### config.mk
export PLATFORM = sky130hd
export DESIGN_NAME = arp_header_parser_flat
export DESIGN_NICKNAME = d
export VERILOG_FILES = /design/src/hw/rtl/arp_hdr_pkg.sv /design/src/hw/rtl/arp_req_if.sv /design/src/hw/rtl/arp_rsp_if.sv /design/src/hw/rtl/arp_hdr_cell.sv /design/src/hw/rtl/arp_hdr_check.sv /design/src/hw/rtl/arp_header_parser.sv /design/src/flat_wrapper.sv
export VERILOG_INCLUDE_DIRS = /design/src /design/src/hw/rtl
export SDC_FILE = /design/constraint.sdc
export NUM_CORES = 1
export LEC_CHECK = 0
export BUFFER_PORTS_ARGS = -buffer_cell sky130_fd_sc_hd__buf_2
export CAP_MARGIN = 25
export CORE_UTILIZATION = 55
export CTS_BUF_LIST = sky130_fd_sc_hd__clkbuf_4 sky130_fd_sc_hd__clkbuf_8
export CTS_CLUSTER_SIZE = 14
export DETAILED_ROUTE_END_ITERATION = 7
export PLACE_DENSITY = 0.76
export SLEW_MARGIN = 10
export SYNTH_ARGS = -nofsm -noshare
export SYNTH_HDL_FRONTEND = slang
export SYNTH_SLANG_ARGS = --single-unit
### constraint.sdc
create_clock -name clock -period 8.6 [get_ports clock]
set_clock_uncertainty 0.05 [all_clocks]
set_input_delay 0.43 -clock clock [delete_from_list [all_inputs] [get_ports clock]]
set_output_delay 0.43 -clock clock [all_outputs]
set_load 0.01 [all_outputs]
### src/hw/rtl/arp_header_parser_macros.svh
// Assertion macros for the ARP header parser RTL.
`ifndef ARP_HEADER_PARSER_MACROS_SVH
`define ARP_HEADER_PARSER_MACROS_SVH

// Same-cycle implication: whenever ante holds, cons must hold too.
`define ARP_ASSERT_IMPL(label, clk, rst, ante, cons, msg) \
   label: assert property (@(posedge clk) disable iff (rst) (ante) |-> (cons)) \
      else $error(msg);

// Next-cycle implication: whenever ante holds, cons must hold in the next cycle.
`define ARP_ASSERT_NEXT(label, clk, rst, ante, cons, msg) \
   label: assert property (@(posedge clk) disable iff (rst) (ante) |=> (cons)) \
      else $error(msg);

`endif

### src/hw/rtl/arp_hdr_pkg.sv
// Types and constants shared by the ARP header parser modules.
`default_nettype none

package arp_hdr_pkg;

   // Header length in bytes.
   localparam int unsigned HDR_LEN = 28;

   // Expected header contents for Ethernet / IPv4.
   localparam logic [15:0] HTYPE_ETH   = 16'h0001;
   localparam logic [15:0] PTYPE_IPV4  = 16'h0800;
   localparam logic [7:0]  HLEN_MAC    = 8'd6;
   localparam logic [7:0]  PLEN_IPV4   = 8'd4;
   localparam logic [15:0] OP_REQUEST  = 16'd1;
   localparam logic [15:0] OP_REPLY    = 16'd2;

   // Address classes that are rejected.
   localparam logic [7:0]  IP_MCAST_LO = 8'd224;
   localparam logic [7:0]  IP_MCAST_HI = 8'd239;
   localparam logic [7:0]  IP_LOOPBACK = 8'd127;
   localparam logic [31:0] IP_BCAST    = 32'hFFFF_FFFF;

   // Result status codes.
   typedef enum logic [2:0] {
      ST_OK         = 3'd0,
      ST_SHORT      = 3'd1,
      ST_BAD_SIZES  = 3'd2,
      ST_BAD_TYPES  = 3'd3,
      ST_BAD_OPCODE = 3'd4,
      ST_BAD_SENDER = 3'd5,
      ST_BAD_TARGET = 3'd6
   } status_type;

   // Input item: one frame byte.
   typedef struct packed {
      logic [7:0] data_byte;
      logic       frame_end;
   } req_payload_type;

   // Captured header fields.
   typedef struct packed {
      logic [15:0] hw_type;
      logic [15:0] proto_type;
      logic [7:0]  hw_addr_size;
      logic [7:0]  proto_addr_size;
      logic [15:0] opcode;
      logic [47:0] sender_mac;
      logic [31:0] sender_ip;
      logic [47:0] target_mac;
      logic [31:0] target_ip;
   } hdr_fields_type;

   // Result item: status and header fields.
   typedef struct packed {
      logic [2:0]     status;
      hdr_fields_type hdr;
   } rsp_payload_type;

   // Control broadcast from the top level to every byte cell.
   typedef struct packed {
      logic       load;
      logic       clear;
      logic [7:0] data;
   } cell_ctl_type;

endpackage

`default_nettype wire

### src/hw/rtl/arp_req_if.sv
// Input channel carrying frame bytes with valid/ready handshake.
`default_nettype none

interface arp_req_if;
   logic                        valid;
   logic                        ready;
   arp_hdr_pkg::req_payload_type payload;

   modport source (output valid, output payload, input ready);
   modport sink   (input valid, input payload, output ready);
endinterface

`default_nettype wire

### src/hw/rtl/arp_rsp_if.sv
// Result channel carrying parsed headers with valid/ready handshake.
`default_nettype none

interface arp_rsp_if;
   logic                        valid;
   logic                        ready;
   arp_hdr_pkg::rsp_payload_type payload;

   modport source (output valid, output payload, input ready);
   modport sink   (input valid, input payload, output ready);
endinterface

`default_nettype wire

### src/hw/rtl/arp_hdr_cell.sv
// One header byte cell: holds a byte and passes the write token to its neighbour.
`default_nettype none

module arp_hdr_cell (
   input  logic                      clock,
   input  logic                      reset,
   input  arp_hdr_pkg::cell_ctl_type ctl,
   input  logic                      prev_token,
   input  logic                      token_seed,
   output logic                      token_out,
   output logic [7:0]                view_byte
);

   logic [7:0] byte_ff;
   logic [7:0] byte_in;
   logic       token_ff;
   logic       token_in;

   // The cell holding the token captures the item's byte; the token then moves on.
   // A frame end empties the cell and puts the token back at the head of the row.
   always_comb begin
      byte_in  = byte_ff;
      token_in = token_ff;
      if (ctl.clear) begin
         byte_in  = 8'd0;
         token_in = token_seed;
      end else if (ctl.load) begin
         if (token_ff) begin
            byte_in = ctl.data;
         end
         token_in = prev_token;
      end
   end

   always_ff @(posedge clock) begin
      if (reset) begin
         byte_ff  <= 8'd0;
         token_ff <= token_seed;
      end else begin
         byte_ff  <= byte_in;
         token_ff <= token_in;
      end
   end

   // Contents as they stand once the current byte is written.
   assign view_byte = token_ff ? ctl.data : byte_ff;
   assign token_out = token_ff;

endmodule

`default_nettype wire

### src/hw/rtl/arp_hdr_check.sv
// Header validation: works out the status code from the captured fields.
`default_nettype none

module arp_hdr_check (
   input  arp_hdr_pkg::hdr_fields_type hdr,
   input  logic                        short_frame,
   output logic [2:0]                  status
);

   arp_hdr_pkg::status_type st;
   logic [7:0] s0;
   logic [7:0] t0;
   logic       sender_bad;
   logic       target_bad;

   assign s0 = hdr.sender_ip[31:24];
   assign t0 = hdr.target_ip[31:24];

   // Sender may not be multicast, loopback or limited broadcast.
   assign sender_bad = (s0 >= arp_hdr_pkg::IP_MCAST_LO && s0 <= arp_hdr_pkg::IP_MCAST_HI)
                    || (s0 == arp_hdr_pkg::IP_LOOPBACK)
                    || (hdr.sender_ip == arp_hdr_pkg::IP_BCAST);

   // Target may not be multicast or limited broadcast.
   assign target_bad = (t0 >= arp_hdr_pkg::IP_MCAST_LO && t0 <= arp_hdr_pkg::IP_MCAST_HI)
                    || (hdr.target_ip == arp_hdr_pkg::IP_BCAST);

   // Checks in priority order, the first failure wins.
   always_comb begin
      if (short_frame) begin
         st = arp_hdr_pkg::ST_SHORT;
      end else if (hdr.hw_addr_size != arp_hdr_pkg::HLEN_MAC
                   || hdr.proto_addr_size != arp_hdr_pkg::PLEN_IPV4) begin
         st = arp_hdr_pkg::ST_BAD_SIZES;
      end else if (hdr.hw_type != arp_hdr_pkg::HTYPE_ETH
                   || hdr.proto_type != arp_hdr_pkg::PTYPE_IPV4) begin
         st = arp_hdr_pkg::ST_BAD_TYPES;
      end else if (hdr.opcode != arp_hdr_pkg::OP_REQUEST
                   && hdr.opcode != arp_hdr_pkg::OP_REPLY) begin
         st = arp_hdr_pkg::ST_BAD_OPCODE;
      end else if (sender_bad) begin
         st = arp_hdr_pkg::ST_BAD_SENDER;
      end else if (target_bad) begin
         st = arp_hdr_pkg::ST_BAD_TARGET;
      end else begin
         st = arp_hdr_pkg::ST_OK;
      end
   end

   assign status = st;

endmodule

`default_nettype wire

### src/hw/rtl/arp_header_parser.sv
// ARP header parser top level: row of byte cells, header check and result register.
//
//  Channel   | Dir | Payload                                | Transfer
//  ----------+-----+----------------------------------------+----------------------
//  req_chan  | in  | data_byte, frame_end                   | valid & ready
//  rsp_chan  | out | status, header fields (hdr.*)          | valid & ready
//
//  One byte item is taken per cycle while req_chan.ready is high; a row of 28 cells
//  passes a write token along, so each byte lands in its own cell as it is accepted.
//  The result for a frame is registered on its last byte and shown the next cycle.
//  req_chan.ready drops only while a result waits and rsp_chan.ready is low.
//  Synchronous reset empties all cells and the result register; no clearing pass.
`default_nettype none
`include "arp_header_parser_macros.svh"

module arp_header_parser (
   input logic        clock,
   input logic        reset,
   arp_req_if.sink    req_chan,
   arp_rsp_if.source  rsp_chan
);

   localparam int unsigned HL = arp_hdr_pkg::HDR_LEN;

   logic                         req_acc;
   logic                         frame_done;
   arp_hdr_pkg::cell_ctl_type    ctl;
   logic [HL-1:0]                token_vec;
   logic [HL-1:0]                token_from;
   logic [HL-1:0]                seed_vec;
   logic [7:0]                   view_byte [HL];
   logic                         full_ff;
   logic                         full_in;
   logic                         short_frame;
   arp_hdr_pkg::hdr_fields_type  hdr;
   logic [2:0]                   status;
   logic                         rsp_valid_ff;
   logic                         rsp_valid_in;
   arp_hdr_pkg::rsp_payload_type rsp_data_ff;
   arp_hdr_pkg::rsp_payload_type rsp_data_in;

   // Input handshake: a new item is taken whenever the result register can move.
   assign req_chan.ready = !rsp_valid_ff || rsp_chan.ready;
   assign req_acc        = req_chan.valid && req_chan.ready;
   assign frame_done     = req_acc && req_chan.payload.frame_end;

   assign ctl.load  = req_acc;
   assign ctl.clear = frame_done;
   assign ctl.data  = req_chan.payload.data_byte;

   // Token enters at cell 0 and moves one cell per accepted byte.
   assign token_from = {token_vec[HL-2:0], 1'b0};
   assign seed_vec   = HL'(1);

   for (genvar i = 0; i < HL; i++) begin : g_cell
      arp_hdr_cell u_cell (
         .clock      (clock),
         .reset      (reset),
         .ctl        (ctl),
         .prev_token (token_from[i]),
         .token_seed (seed_vec[i]),
         .token_out  (token_vec[i]),
         .view_byte  (view_byte[i])
      );
   end

   // Saturation flag: set once the last cell has taken its byte.
   always_comb begin
      full_in = full_ff;
      if (frame_done) begin
         full_in = 1'b0;
      end else if (req_acc && token_vec[HL-1]) begin
         full_in = 1'b1;
      end
   end

   // Frame is short unless the last cell is filled by now or by this byte.
   assign short_frame = !(full_ff || token_vec[HL-1]);

   // Assemble the header fields, big-endian.
   assign hdr.hw_type         = {view_byte[0], view_byte[1]};
   assign hdr.proto_type      = {view_byte[2], view_byte[3]};
   assign hdr.hw_addr_size    = view_byte[4];
   assign hdr.proto_addr_size = view_byte[5];
   assign hdr.opcode          = {view_byte[6], view_byte[7]};
   assign hdr.sender_mac      = {view_byte[8], view_byte[9], view_byte[10],
                                 view_byte[11], view_byte[12], view_byte[13]};
   assign hdr.sender_ip       = {view_byte[14], view_byte[15], view_byte[16], view_byte[17]};
   assign hdr.target_mac      = {view_byte[18], view_byte[19], view_byte[20],
                                 view_byte[21], view_byte[22], view_byte[23]};
   assign hdr.target_ip       = {view_byte[24], view_byte[25], view_byte[26], view_byte[27]};

   arp_hdr_check u_check (
      .hdr         (hdr),
      .short_frame (short_frame),
      .status      (status)
   );

   // Result register: loads on a frame end, empties when the item is taken.
   always_comb begin
      rsp_valid_in = rsp_valid_ff;
      rsp_data_in  = rsp_data_ff;
      if (frame_done) begin
         rsp_valid_in       = 1'b1;
         rsp_data_in.status = status;
         rsp_data_in.hdr    = hdr;
      end else if (rsp_chan.ready) begin
         rsp_valid_in = 1'b0;
      end
   end

   always_ff @(posedge clock) begin
      if (reset) begin
         full_ff      <= 1'b0;
         rsp_valid_ff <= 1'b0;
      end else begin
         full_ff      <= full_in;
         rsp_valid_ff <= rsp_valid_in;
      end
   end

   always_ff @(posedge clock) begin
      rsp_data_ff <= rsp_data_in;
   end

   assign rsp_chan.valid   = rsp_valid_ff;
   assign rsp_chan.payload = rsp_data_ff;

   // Exactly one of the cells holds the token, or the row is full.
   `ARP_ASSERT_IMPL(a_token_onehot, clock, reset, 1'b1, $onehot({full_ff, token_vec}), "token lost or duplicated")
   // A frame end always leaves a result waiting in the next cycle.
   `ARP_ASSERT_NEXT(a_rsp_loaded, clock, reset, frame_done, rsp_valid_ff, "frame end gave no result")
   // After a frame end the row restarts at its head cell.
   `ARP_ASSERT_NEXT(a_row_cleared, clock, reset, frame_done, token_vec[0] && !full_ff, "row not cleared after frame")

endmodule

`default_nettype wire
### src/flat_wrapper.sv
// flat-port wrapper written by rule: the top's interface ports become plain ports
module arp_header_parser_flat 
  (clock, reset, req_chan_valid, req_chan_payload, req_chan_ready, rsp_chan_valid, rsp_chan_payload, rsp_chan_ready);
  arp_req_if req_chan_i ();
  arp_rsp_if rsp_chan_i ();
  input logic clock;
  input logic reset;
  input wire logic [$bits(req_chan_i.valid)-1:0] req_chan_valid;
  input wire logic [$bits(req_chan_i.payload)-1:0] req_chan_payload;
  output wire logic [$bits(req_chan_i.ready)-1:0] req_chan_ready;
  output wire logic [$bits(rsp_chan_i.valid)-1:0] rsp_chan_valid;
  output wire logic [$bits(rsp_chan_i.payload)-1:0] rsp_chan_payload;
  input wire logic [$bits(rsp_chan_i.ready)-1:0] rsp_chan_ready;
  assign req_chan_i.valid = req_chan_valid;
  assign req_chan_i.payload = req_chan_payload;
  assign req_chan_ready = req_chan_i.ready;
  assign rsp_chan_valid = rsp_chan_i.valid;
  assign rsp_chan_payload = rsp_chan_i.payload;
  assign rsp_chan_i.ready = rsp_chan_ready;
  arp_header_parser u_core (.clock(clock), .reset(reset), .req_chan(req_chan_i), .rsp_chan(rsp_chan_i));
endmodule
* After elaboration in Yosys (flattened, before gate mapping)
Cells that the tools add are included.
Operators by class: order comparisons 4, equality and inequality tests 9, muxes and demuxes 35, bitwise operators 1, reduce and logical (&&, ||, !) cells 17
Operators by type and width (number):
- $mux 8 | 28
- $eq 32x32->1 const B | 2
- $ne 16x1->1 const B | 2
- $ge 8x8->1 const B | 2
- $le 8x8->1 const B | 2
- $ne 16x12->1 const B | 1
- $ne 16x2->1 const B | 1
- $ne 8x3->1 const B | 2
- $mux 3 | 3
- $eq 8x7->1 const B | 1
- $logic_or 1x1->1 | 7
- $logic_and 1x1->1 | 6
- $mux 2 | 2
- $reduce_or 3->1 | 1
- $mux 1 | 2
- $reduce_bool 2->1 | 1
- $reduce_or 2->1 | 1
- $logic_not 1->1 | 1
- $not 1->1 | 1
Storage, ports and cells: bits in registers 481, input port bits 13, output and inout bits 229, word-level logic and storage cells 135

* Depth between registers and ports, before layout
Gate-level depths: netlist of run 1.
depth after elaboration 9, depth in mapped cells 10, gate-level depth less buffers 7

* Cells and area by module
From an unflattened synthesis of run 1, not the netlist that was laid out.
Second synthesis, totals: cell total of the unflattened synthesis 1671, area total of the unflattened synthesis 21612.0 sq um
By module, submodules not included:
- arp_hdr_cell | times used 28, cells each 49, area each 509.2 sq um, seq. area each 190.2 sq um
- arp_header_parser | times used 1, cells each 239, area each 6927.9 sq um, seq. area each 6856.6 sq um
- arp_hdr_check | times used 1, cells each 60, area each 425.4 sq um, seq. area each 0.0 sq um

* Worst setup path after synthesis of run 1
OpenSTA, ideal clock, no wires.
path kind in2reg, start point input port rsp_chan_ready, end point register u_core.g_cell[15].u_cell.byte_ff[5], setup time 125 ps, data arrival time 4143 ps, data required time 8425 ps, path slack 4283 ps, stages 10, buffers on the path 4, cell sequence nand2b_4 > and2_1 > buf_2 > nand2_1 > inv_2 > or2_1 > buf_4 > buf_6 > buf_2 > a21oi_2
Between the ends: cells in the longest elaborated chain, start to end 4
Ends and longest elaborated chain:
- start, declared | line flat_wrapper.sv:13 | input wire logic [$bits(rsp_chan_i.ready)-1:0] rsp_chan_ready;
- $logic_or 1x1->1 | line arp_header_parser.sv:43 | assign req_chan.ready = !rsp_valid_ff || rsp_chan.ready;
- $logic_and 1x1->1 | line arp_header_parser.sv:44 | assign req_acc = req_chan.valid && req_chan.ready;
- $logic_and 1x1->1 | line arp_header_parser.sv:45 | assign frame_done = req_acc && req_chan.payload.frame_end;
- net u_core.frame_done | line arp_header_parser.sv:26 | logic frame_done;
- $reduce_or 2->1 (no line)
- end signal, assigned | line arp_hdr_cell.sv:40 | byte_ff <= byte_in;
- end, declared | line arp_hdr_cell.sv:14 | logic [7:0] byte_ff;
The timed path passes the listed nets, and every way through them passes these cells. A chain may end at the register's enable or synchronous reset.

* Worst setup path after layout of run 1
start point register u_core.rsp_valid_ff (netlist: u_core.rsp_chan.valid), end point register u_core.g_cell[4].u_cell.byte_ff[1]
Between the ends: cells in the longest elaborated chain, start to end 5
Ends and longest elaborated chain:
- start, declared | line arp_header_parser.sv:37 | logic rsp_valid_ff;
- start signal, assigned | line arp_header_parser.sv:118 | rsp_valid_ff <= rsp_valid_in;
- $logic_not 1->1 | line arp_header_parser.sv:43
- $logic_or 1x1->1 | line arp_header_parser.sv:43
- $logic_and 1x1->1 | line arp_header_parser.sv:44
- $logic_and 1x1->1 | line arp_header_parser.sv:45
- net u_core.frame_done | line arp_header_parser.sv:26
- $reduce_or 2->1 (no line)
- end signal, assigned | line arp_hdr_cell.sv:40
- end, declared | line arp_hdr_cell.sv:14
The timed path passes the listed nets, and every way through them passes these cells.

==> results of run 1 <==
tightest hold or removal path, delay by kind of cell:
kind / cells / cell delay, ns
simple gates: 1 / 0.13
buf+inv: 1 / 0.07
compound gates: 1 / 0.06
final timing paths:
check | to | depth (start not counted)
setup / recovery | u_core.g_cell[4].u_cell.byte_ff[1] | 7
hold / removal | u_core.rsp_chan.valid | 3
setup reg to reg | u_core.g_cell[4].u_cell.byte_ff[1] | 7
hold reg to reg | u_core.g_cell[13].u_cell.byte_ff[0] | 2
layer usage:
layer | vias to the layer above | GRT usage | routed length (um)
met3 | 83 | 0.0484 | 3010
met1 | 6810 | 0.332 | 19400
met4 | 0 | 0.103 | 1270
li1 | 6563 | - | -
met5 | - | 0 | 0
met2 | 466 | 0.431 | 23400
layout make-up:
type	instances	area [sq um]
sequential	481	11900
clock inverter	35	272
timing repair buffer	255	1360
fill	2712	12500
tap	455	569
multi-input combinational	1138	6640
inverter	21	86.3
clock buffer	96	1230
synth_stat cells, types with 2 or more instances:
library cell and count:
sky130_fd_sc_hd__o21ai_0 17, sky130_fd_sc_hd__nand2_1 482, sky130_fd_sc_hd__dfxtp_1 254, sky130_fd_sc_hd__a21oi_1 230
sky130_fd_sc_hd__inv_1 19, sky130_fd_sc_hd__buf_6 5, sky130_fd_sc_hd__a21oi_2 10, sky130_fd_sc_hd__nor4_1 6
sky130_fd_sc_hd__nand2b_1 4, sky130_fd_sc_hd__buf_4 2, sky130_fd_sc_hd__nor3_1 19, sky130_fd_sc_hd__nand3b_1 5
sky130_fd_sc_hd__clkbuf_1 112, sky130_fd_sc_hd__mux2i_1 15, sky130_fd_sc_hd__nand4_1 10, sky130_fd_sc_hd__a31oi_1 5
sky130_fd_sc_hd__edfxtp_1 227, sky130_fd_sc_hd__a211oi_1 16, sky130_fd_sc_hd__nand4b_1 3, sky130_fd_sc_hd__o31ai_2 2
sky130_fd_sc_hd__a22oi_1 2, sky130_fd_sc_hd__nor2_1 55, sky130_fd_sc_hd__nand3_1 19, sky130_fd_sc_hd__buf_1 3
sky130_fd_sc_hd__inv_2 2, sky130_fd_sc_hd__o22ai_1 8, sky130_fd_sc_hd__o21ai_1 2, sky130_fd_sc_hd__or4_1 3
sky130_fd_sc_hd__buf_2 31, sky130_fd_sc_hd__nor3b_1 4, sky130_fd_sc_hd__mux2_2 201
per-stage QoR:
stage,cell area [sq um],utilization,setup slack [ns]
final,22100,0.638,5.62
after global routing,22100,0.638,5.58
after CTS,22000,0.638,5.84
after detailed placement,20500,0.594,5.65
after global placement,20500,0.594,5.71
after floorplan,19300,-,4.28
logic make-up after synthesis:
| family | Yosys count | synth area share |
|---|---|---|
| DFF | 481 | 0.618 |
| AOI/OAI and AO/OA | 300 | 0.0853 |
| xor gates and xnor gates | 2 | 0.000909 |
| buffers and inverters | 174 | 0.0383 |
| muxes | 217 | 0.126 |
| and+or+nand+nor | 619 | 0.132 |
power breakdown:
part | switching [W] | internal [W] | total [W]
combinational | 0.000186 | 0.0000588 | 0.000245
sequential | 0.0000248 | 0.00244 | 0.00247
clock | 0.000868 | 0.00106 | 0.00192
total | 0.00108 | 0.00356 | 0.00464
cell usage in the layout, fill, tap and decap left out, types with 16 or more instances in the layout:
cell type,count
sky130_fd_sc_hd__nand2_1,481
sky130_fd_sc_hd__dfxtp_1,254
sky130_fd_sc_hd__buf_2,241
sky130_fd_sc_hd__a21oi_1,230
sky130_fd_sc_hd__edfxtp_1,227
sky130_fd_sc_hd__mux2_2,201
sky130_fd_sc_hd__clkbuf_8,81
sky130_fd_sc_hd__nor2_1,55
sky130_fd_sc_hd__inv_1,19
sky130_fd_sc_hd__nor3_1,19
sky130_fd_sc_hd__nand3_1,19
sky130_fd_sc_hd__clkinv_2,18
sky130_fd_sc_hd__o21ai_0,17
sky130_fd_sc_hd__a211oi_1,16
state kept, by name, indices dropped and copies added (netlist names):
register and count:
u_core.full_ff 1, u_core.rsp_chan.valid 1, u_core.g_cell.u_cell.token_out 28, u_core.g_cell.u_cell.byte_ff 224
u_core.rsp_chan.payload 227
repair_timing:
item                      CTS  global route
hold endpoints to repair    1             0
hold buffers                1             0
setup buffers               0             0
==> reports/qor_table.md, run 1 <==
| Parameter | This run | Unit |
| --- | --- | --- |
| Clock Root Buffer | sky130_fd_sc_hd__clkbuf_8 | - |
| Share of Yosys cell area claimed by the top area cell type | 0.354 | - |
| Reg-to-reg startpoint | u_core.rsp_chan.valid | - |
| Die W | 189 | um |
| Largest delay contributor family on the critical path | buffers and inverters | - |
| Routability Congestion | 0.791 | - |
| Post-synthesis net count | 1806 | - |
| Unrepaired setup endpoints after global routing | no | - |
| Worst setup path startpoint | u_core.rsp_chan.valid | - |
| # nets final | 1983 | - |
| Number of H-tree levels | 3 | - |
| Overall fraction of global-route tracks in use | 0.258 | - |
| Syn Std Cell Area | 19300 | sq um |
| Number of flip-flops and latches in the synthesized netlist | 481 | - |
| Dominant cell type by area after synthesis | sky130_fd_sc_hd__edfxtp_1 | - |
| Total number of vias | 13900 | - |
| Final Hold Slack | 0.0969 | ns |
| Area contributors post-synth | sky130_fd_sc_hd__edfxtp_1 (35%), sky130_fd_sc_hd__dfxtp_1 (26%), sky130_fd_sc_hd__mux2_2 (12%) | - |
| Async SR Flop Fraction | 0 | - |
| Placed Cells incl. Taps | 2348 | - |
| Number of remaining DRC errors | 1 | - |
| Maximum number of pins on one net before global-route repair | 269 | - |
| Inserted Clock Buffers | 73 | - |
| Crit end category | register | - |
| Vias in the first global route | 13300 | - |
| Period utilization | 0.347 | - |
| Vias per cell | 5.61 | - |
| PwrDens | 210 | nW/um^2 |
| Fin Setup TNS | 0 | ns |
| Run status | finished, violations left | - |
| Final instance count without filler cells | 2481 | - |
| Crit Path Class | reg2reg | - |
| Actual slew at the worst max-slew pin | 1.70 | ns |
| Latest clock arrival within the worst-skew pair | 0.60 | ns |
| Seq/Total Area, Yosys | 0.618 | - |
| Number of search-and-repair iterations in the first detailed-routing pass | 8 | - |
| Initial antenna violation count | 0 | - |
| Final count of hold timing violations | 0 | - |
| Bufs and invs on worst path | 2 | - |
| Reg-to-reg setup timing slack | 5.62 | ns |
| Die height | 189 | um |
| Starting Density | 0.558 | - |
| Worst slew slack as a fraction of its limit | -0.132 | - |
| Post-Syn Instances | 1793 | - |
| Post-layout minimum cycle time | 2.98 | ns |
| Highest cell delay on the worst timing path | 0.46 | ns |
| Data arrival at the endpoint of the critical path | 3.34 | ns |
| Antenna Diode Count | 0 | - |
| Required @ worst endpoint | 8.95 | ns |
| Total number of placement rows | 68 | - |
| Placeable core region | 34500 | sq um |
| Timing-limited maximum frequency | 335 | MHz |
| Start point of the worst hold path | rsp_chan_ready | - |
| Max IR drop VDD | 0.115 | mV |
| Kind of start point of the critical path | register | - |
| Critical-path cell with the highest stage delay | sky130_fd_sc_hd__inv_8 | - |
| Total congestion overflow | 0 | - |
| Reported leakage power | 8.08 | nW |
| Clock slew at the register clock pins of the worst setup and hold paths | 0.06 | ns |
| Detailed-route wire length per cell | 19.0 | um |
| Number of max-cap violations | 0 | - |
| Antenna viol nets, final | 0 | - |
| Count of routing violations after the opening detailed-route iteration | 1269 | - |
| Port Buffer Count | 241 | - |
| Count of clock tree sinks | 481 | - |
| Number of enable flip-flop cells after synthesis | 227 | - |
| Worst hold path class | in2reg | - |
| I/O pin count | 242 | - |
| Final wirelength | 47000 | um |
| List of cells traversed by the critical path | nand2b_4, and2_4, nand2_1, inv_8, or2_4, buf_12, nor3_1 | - |
| Worst Path Max Fanout | 253 | - |
| Number of max-slew violations in the final report | 166 | - |
| Layout cell share with drive strength beyond 1 | 0.295 | - |
| Number of distinct library cells after synthesis | 51 | - |
| Endpoints failing setup | 0 | - |
| Wire length of the first global-routing pass | 72200 | um |
| Violated checks | design-rule violations, max-slew violations | - |
| Die footprint | 35800 | sq um |
| CTS tree | done | - |
| Area growth from synthesis to layout | 14.5 | % |
| Yosys warning count | 0 | - |
| Overall power of the completed layout | 0.00464 | W |
| Synthesized area per cell | 10.7 | sq um |
| HPWL Detailed | 26500 | um |
| CTS resizes | 0 | - |
| Worst-case clock buffer depth | 3 | - |
| Top FF cell, synth | sky130_fd_sc_hd__dfxtp_1 | - |
(Power assumes the default switching activity.)
==> run 2, diff against run 1 <==
==> constraint.sdc (replaced) <==
create_clock -name clock -period 3.1 [get_ports clock]
set_clock_uncertainty 0.05 [all_clocks]
set_input_delay 0.155 -clock clock [delete_from_list [all_inputs] [get_ports clock]]
set_output_delay 0.155 -clock clock [all_outputs]
set_load 0.01 [all_outputs]
==> reports/qor_table.md, run 2 (same netlist as run 1, synthesis figures left out) <==
| Parameter | This run | Unit |
| --- | --- | --- |
| Endpoints failing setup | 0 | - |
| CTS tree | done | - |
| Start point of the worst hold path | req_chan_payload[0] | - |
| Worst-case clock buffer depth | 3 | - |
| Critical-path cell with the highest stage delay | sky130_fd_sc_hd__dfxtp_1 | - |
| Detailed-route wire length per cell | 18.9 | um |
| Post-layout minimum cycle time | 2.23 | ns |
| Worst slack at placement | 0.906 | ns |
| Clock slew at the register clock pins of the worst setup and hold paths | 0.06 | ns |
| Antenna Diode Count | 0 | - |
| Number of setup buffers added after CTS | 0 | - |
| Vias per cell | 5.63 | - |
| Min-Delay Path Depth | 3 | - |
| Die footprint | 35800 | sq um |
| Placed Instance Area | 20700 | sq um |
| Reported leakage power | 8.13 | nW |
| Worst Path Max Fanout | 16 | - |
| Worst setup path startpoint | u_core.g_cell[1].u_cell.token_out | - |
| Actual slew at the worst max-slew pin | 0.930 | ns |
| Die height | 189 | um |
| Die W | 189 | um |
| Initial antenna violation count | 0 | - |
| Data arrival at the endpoint of the critical path | 2.51 | ns |
| Starting Density | 0.558 | - |
| Count of routing violations after the opening detailed-route iteration | 1341 | - |
| Footprint of the flip-flops and latches | 11900 | sq um |
| Unrepaired setup endpoints after global routing | no | - |
| Max IR drop VDD | 0.420 | mV |
| Number of search-and-repair iterations in the first detailed-routing pass | 7 | - |
| Violated checks | design-rule violations | - |
| Placeable core region | 34500 | sq um |
| Fin Setup TNS | 0 | ns |
| Period utilization | 0.720 | - |
| Length in cells of the worst reg-to-reg path | 6 | - |
| Final Hold Slack | 0.158 | ns |
| Area of all placed cells without fillers | 22200 | sq um |
| Final count of hold timing violations | 0 | - |
| Layout cell share with drive strength beyond 1 | 0.295 | - |
| Overall fraction of global-route tracks in use | 0.258 | - |
| PwrDens | 573 | nW/um^2 |
| Crit Path Class | reg2reg | - |
| Maximum number of pins on one net before global-route repair | 178 | - |
| Number of H-tree levels | 3 | - |
| Total number of vias | 14100 | - |
| Required @ worst endpoint | 3.38 | ns |
| Placed Cells incl. Taps | 2361 | - |
| Kind of start point of the critical path | register | - |
| Final WS setup | 0.867 | ns |
| Final wirelength | 47300 | um |
| Area of the multi-input gates | 6640 | sq um |
| Run status | finished, violations left | - |
| I/O pin count | 242 | - |
| Clock Root Buffer | sky130_fd_sc_hd__clkbuf_8 | - |
| Total congestion overflow | 0 | - |
| Crit end category | register | - |
| Routability Congestion | 0.866 | - |
| Reg-to-reg startpoint | u_core.g_cell[1].u_cell.token_out | - |
| Worst hold path class | in2reg | - |
| List of cells traversed by the critical path | mux2i_1, inv_1, nor4_1, nand4_1, a21oi_1, o22ai_1 | - |
| Area growth from synthesis to layout | 15.2 | % |
| Timing-limited maximum frequency | 448 | MHz |
| Highest cell delay on the worst timing path | 0.75 | ns |
| Vias in the first global route | 13500 | - |
| Top library cells by usage in the layout, fill and taps aside | sky130_fd_sc_hd__nand2_1 (481), sky130_fd_sc_hd__dfxtp_1 (254), sky130_fd_sc_hd__buf_2 (241) | - |
| Latest clock arrival within the worst-skew pair | 0.62 | ns |
| Inserted Clock Buffers | 75 | - |
| Final instance count without filler cells | 2503 | - |
| Port Buffer Count | 241 | - |
| HPWL Detailed | 29300 | um |
| Number of max-cap violations | 0 | - |
| Count of clock tree sinks | 481 | - |
| # nets final | 1998 | - |
| Largest register FFs | 227 | - |
| Wire length of the first global-routing pass | 72500 | um |
| Worst slew slack as a fraction of its limit | 0.380 | - |
| Antenna viol nets, final | 0 | - |
| Number of max-slew violations in the final report | 0 | - |
| Fill cell total of the finished layout | 2674 | - |
| Number of remaining DRC errors | 1 | - |
| Total number of placement rows | 68 | - |
| Leading cell type in the layout, fill and taps excluded | sky130_fd_sc_hd__nand2_1 | - |
-- run 2: cell types whose count changed in the layout (fill, tap and decap cells not counted), sizes merged --
cell         before  now
bufinv            4    0
buf             254  266
inv              22   23
clkinvlp          2    3
clkinv           28   35
dlygate4sd3       1    2
clkbuf           96  100
-- run 2: critical path: cells and delay by family (launching register included) --
| family | cells | cell delay, ns |
|---|---|---|
| flip-flops | 1 | 0.75 |
| AND/OR/NAND/NOR | 2 | 0.50 |
| multiplexers | 1 | 0.31 |
| AO/OA/AOI/OAI | 2 | 0.27 |
| buffers and inverters | 1 | 0.08 |
-- run 2: layout make-up --
cell class                      count  area share
Timing Repair Buffer              268      0.0688
Inverter                           21     0.00389
Tap cell                          455      0.0257
Clock inverter                     40     0.00857
Clock buffer                      100      0.0575
Multi-Input combinational cell   1138       0.299
Sequential cell                   481       0.536
-- run 2: routing by layer --
metal | part of all wire | global-route usage | vias to the layer above
met5 | 0 | 0 | -
li1 | - | - | 6590
met4 | 0.036 | 0.123 | 0
met1 | 0.41 | 0.327 | 6834
met3 | 0.075 | 0.0591 | 108
met2 | 0.48 | 0.419 | 549
-- run 2: final timing paths --
kind	end	slack [ns]
worst min-delay path	u_core.rsp_chan.payload[71]	0.16
worst min register to register	u_core.g_cell[10].u_cell.byte_ff[1]	0.40
worst max-delay path	u_core.rsp_chan.payload[224]	0.87
worst max register to register	u_core.rsp_chan.payload[224]	0.87
-- run 2: where the power goes --
part / internal, W / switching, W
Combinational: 0.000186 / 0.000526
Sequential: 0.00677 / 0.0000653
Clock: 0.00270 / 0.00246
-- run 2: through the flow --
stage | util | total power (W)
4_1_cts | 0.642 | 0.0128
2_1_floorplan | - | 0.00739
3_3_place_gp | 0.599 | 0.00767
6_report | 0.642 | 0.0127
3_5_place_dp | 0.599 | 0.00768
5_1_grt | 0.642 | 0.0132
-- run 2: timing repair --
action | CTS | global route
gates resized for setup | 0 | 0
hold buffers | 2 | 0
hold endpoints to repair | 1 | 0
==> run 3, diff against run 2 <==
==> constraint.sdc (replaced) <==
create_clock -name clock -period 2.18 [get_ports clock]
set_clock_uncertainty 0.05 [all_clocks]
set_input_delay 0.109 -clock clock [delete_from_list [all_inputs] [get_ports clock]]
set_output_delay 0.109 -clock clock [all_outputs]
set_load 0.01 [all_outputs]
==> reports/qor_table.md, run 3 (same netlist as run 1, synthesis figures left out) <==
| Parameter | This run | Unit |
| --- | --- | --- |
| Data arrival at the endpoint of the critical path | 2.37 | ns |
| Gate power share | 0.058 | - |
| Final wirelength | 47400 | um |
| Number of max-slew violations in the final report | 0 | - |
| Placeable core region | 34500 | sq um |
| Max IR drop VDD | 0.525 | mV |
| Sequential Power Share | 0.531 | - |
| Sw frac | 0.233 | - |
| Post-layout minimum cycle time | 2.06 | ns |
| Placed Cells incl. Taps | 2398 | - |
| Number of H-tree levels | 3 | - |
| Latest clock arrival within the worst-skew pair | 0.60 | ns |
| Total number of vias | 14100 | - |
| Die footprint | 35800 | sq um |
| Violated checks | design-rule violations | - |
| Total congestion overflow | 0 | - |
| Number of search-and-repair iterations in the first detailed-routing pass | 8 | - |
| # nets final | 2036 | - |
| Final count of hold timing violations | 0 | - |
| Detailed-route wire length per cell | 18.7 | um |
| Internal power component | 0.0140 | W |
| Worst-case clock buffer depth | 3 | - |
| Antenna viol nets, final | 0 | - |
| Clock Root Buffer | sky130_fd_sc_hd__clkbuf_8 | - |
| Number of setup buffers added after CTS | 0 | - |
| Unrepaired setup endpoints after global routing | no | - |
| Run status | finished, violations left | - |
| Maximum number of pins on one net before global-route repair | 118 | - |
| PwrDens | 813 | nW/um^2 |
| Worst slew slack as a fraction of its limit | 0.560 | - |
| Crit Path Class | reg2reg | - |
| Number of remaining DRC errors | 1 | - |
| Overall fraction of global-route tracks in use | 0.261 | - |
| Reported leakage power | 8.34 | nW |
| Timing-limited maximum frequency | 484 | MHz |
| Final instance count without filler cells | 2537 | - |
| HPWL Detailed | 30100 | um |
| Initial antenna violation count | 0 | - |
| CTS tree | done | - |
| Count of clock tree sinks | 481 | - |
| Kind of start point of the critical path | register | - |
| Vias per cell | 5.54 | - |
| Vias in the first global route | 13400 | - |
| Starting Density | 0.558 | - |
| Fin Setup TNS | 0 | ns |
| Clock slew at the register clock pins of the worst setup and hold paths | 0.07 | ns |
| Die height | 189 | um |
| Crit end category | register | - |
| Port Buffer Count | 241 | - |
| Area growth from synthesis to layout | 16.9 | % |
| Worst Path Max Fanout | 3 | - |
| Total net switching power | 0.00427 | W |
| Count of routing violations after the opening detailed-route iteration | 1175 | - |
| Layout cell share with drive strength beyond 1 | 0.310 | - |
| Die W | 189 | um |
| Routability Congestion | 0.929 | - |
| Period utilization | 0.947 | - |
| Largest register FFs | 227 | - |
| Wire length of the first global-routing pass | 72600 | um |
| I/O pin count | 242 | - |
| Actual slew at the worst max-slew pin | 0.661 | ns |
| Total number of placement rows | 68 | - |
| Clk network pwr share | 0.411 | - |
| Endpoints failing setup | 0 | - |
| Leading cell type in the layout, fill and taps excluded | sky130_fd_sc_hd__nand2_1 | - |
| Worst hold path class | in2reg | - |
| Top library cells by usage in the layout, fill and taps aside | sky130_fd_sc_hd__nand2_1 (480), sky130_fd_sc_hd__dfxtp_1 (253), sky130_fd_sc_hd__buf_2 (241) | - |
| Inserted Clock Buffers | 75 | - |
| Antenna Diode Count | 0 | - |
| Number of max-cap violations | 0 | - |
| Required @ worst endpoint | 2.49 | ns |
## run 3: cell types whose count changed in the layout (fill, tap and decap cells not counted), sizes merged
cell and change:
bufinv +3, dlygate4sd3 +1, inv -2, clkbuf +3
clkinv -8, buf +37
## run 3: path summary, 6_finish.rpt
check / start / end / slack (ns) / depth (start not counted)
setup reg to reg: u_core.g_cell[7].u_cell.byte_ff[2] / u_core.rsp_chan.payload[226] / 0.12 / 6
setup / recovery: u_core.g_cell[7].u_cell.byte_ff[2] / u_core.rsp_chan.payload[226] / 0.12 / 6
hold reg to reg: u_core.g_cell[18].u_cell.byte_ff[1] / u_core.g_cell[18].u_cell.byte_ff[1] / 0.40 / 2
hold / removal: rsp_chan_ready / u_core.g_cell[14].u_cell.byte_ff[0] / 0.04 / 5
## run 3: power by group through the flow
stage          clock network [W]  registers [W]  logic, W
2_1_floorplan                  0        0.00997  0.000564
3_3_place_gp                   0        0.00991   0.00104
3_5_place_dp                   0        0.00991   0.00105
4_1_cts                  0.00767        0.00972   0.00106
5_1_grt                  0.00807        0.00973   0.00114
6_report                 0.00752        0.00972   0.00106
## run 3: critical path: stages (launching register included)
cell,delay [ns]
sky130_fd_sc_hd__dfxtp_1,0.33
sky130_fd_sc_hd__or4_4,0.54
sky130_fd_sc_hd__nor3_2,0.20
sky130_fd_sc_hd__a31oi_1,0.09
sky130_fd_sc_hd__nor4_4,0.29
sky130_fd_sc_hd__nand2b_1,0.09
sky130_fd_sc_hd__o221a_1,0.22
## run 3: area by class of cell
type	count	area, sq um
Timing Repair Buffer	306	1810
Inverter	21	95.1
Fill cell	2668	12000
Tap cell	455	569
Sequential cell	481	11900
Clock buffer	103	1260
Clock inverter	33	224
Multi-Input combinational cell	1138	6650
## run 3: what timing repair did
action / 4_1_cts / 5_1_grt
hold endpoints to repair: 12 / 0
gates resized for setup: 0 / 1
hold buffers: 3 / 0
setup endpoints to repair: 0 / 2
## run 3: per-layer routing
metal | vias up | track usage | share of wire
li1 | 6663 | - | -
met1 | 6797 | 0.336 | 0.42
met2 | 501 | 0.429 | 0.48
met3 | 99 | 0.0539 | 0.067
met4 | 0 | 0.106 | 0.032
met5 | - | 0 | 0
## run 3: metrics by stage
| step | util | power, W | worst slack (ns) | cell area [sq um] | hold slack (ns) |
|---|---|---|---|---|---|
| floorplan | - | 0.0105 | 0.0196 | 19400 | 0.121 |
| global placement | 0.608 | 0.0109 | 0.117 | 21000 | 0.233 |
| detailed placement | 0.608 | 0.0110 | 0.0605 | 21000 | 0.244 |
| CTS | 0.652 | 0.0185 | 0.0484 | 22500 | 0.00564 |
| global route | 0.652 | 0.0189 | 0.0203 | 22500 | 0.0505 |
| finish | 0.652 | 0.0183 | 0.115 | 22500 | 0.0402 |
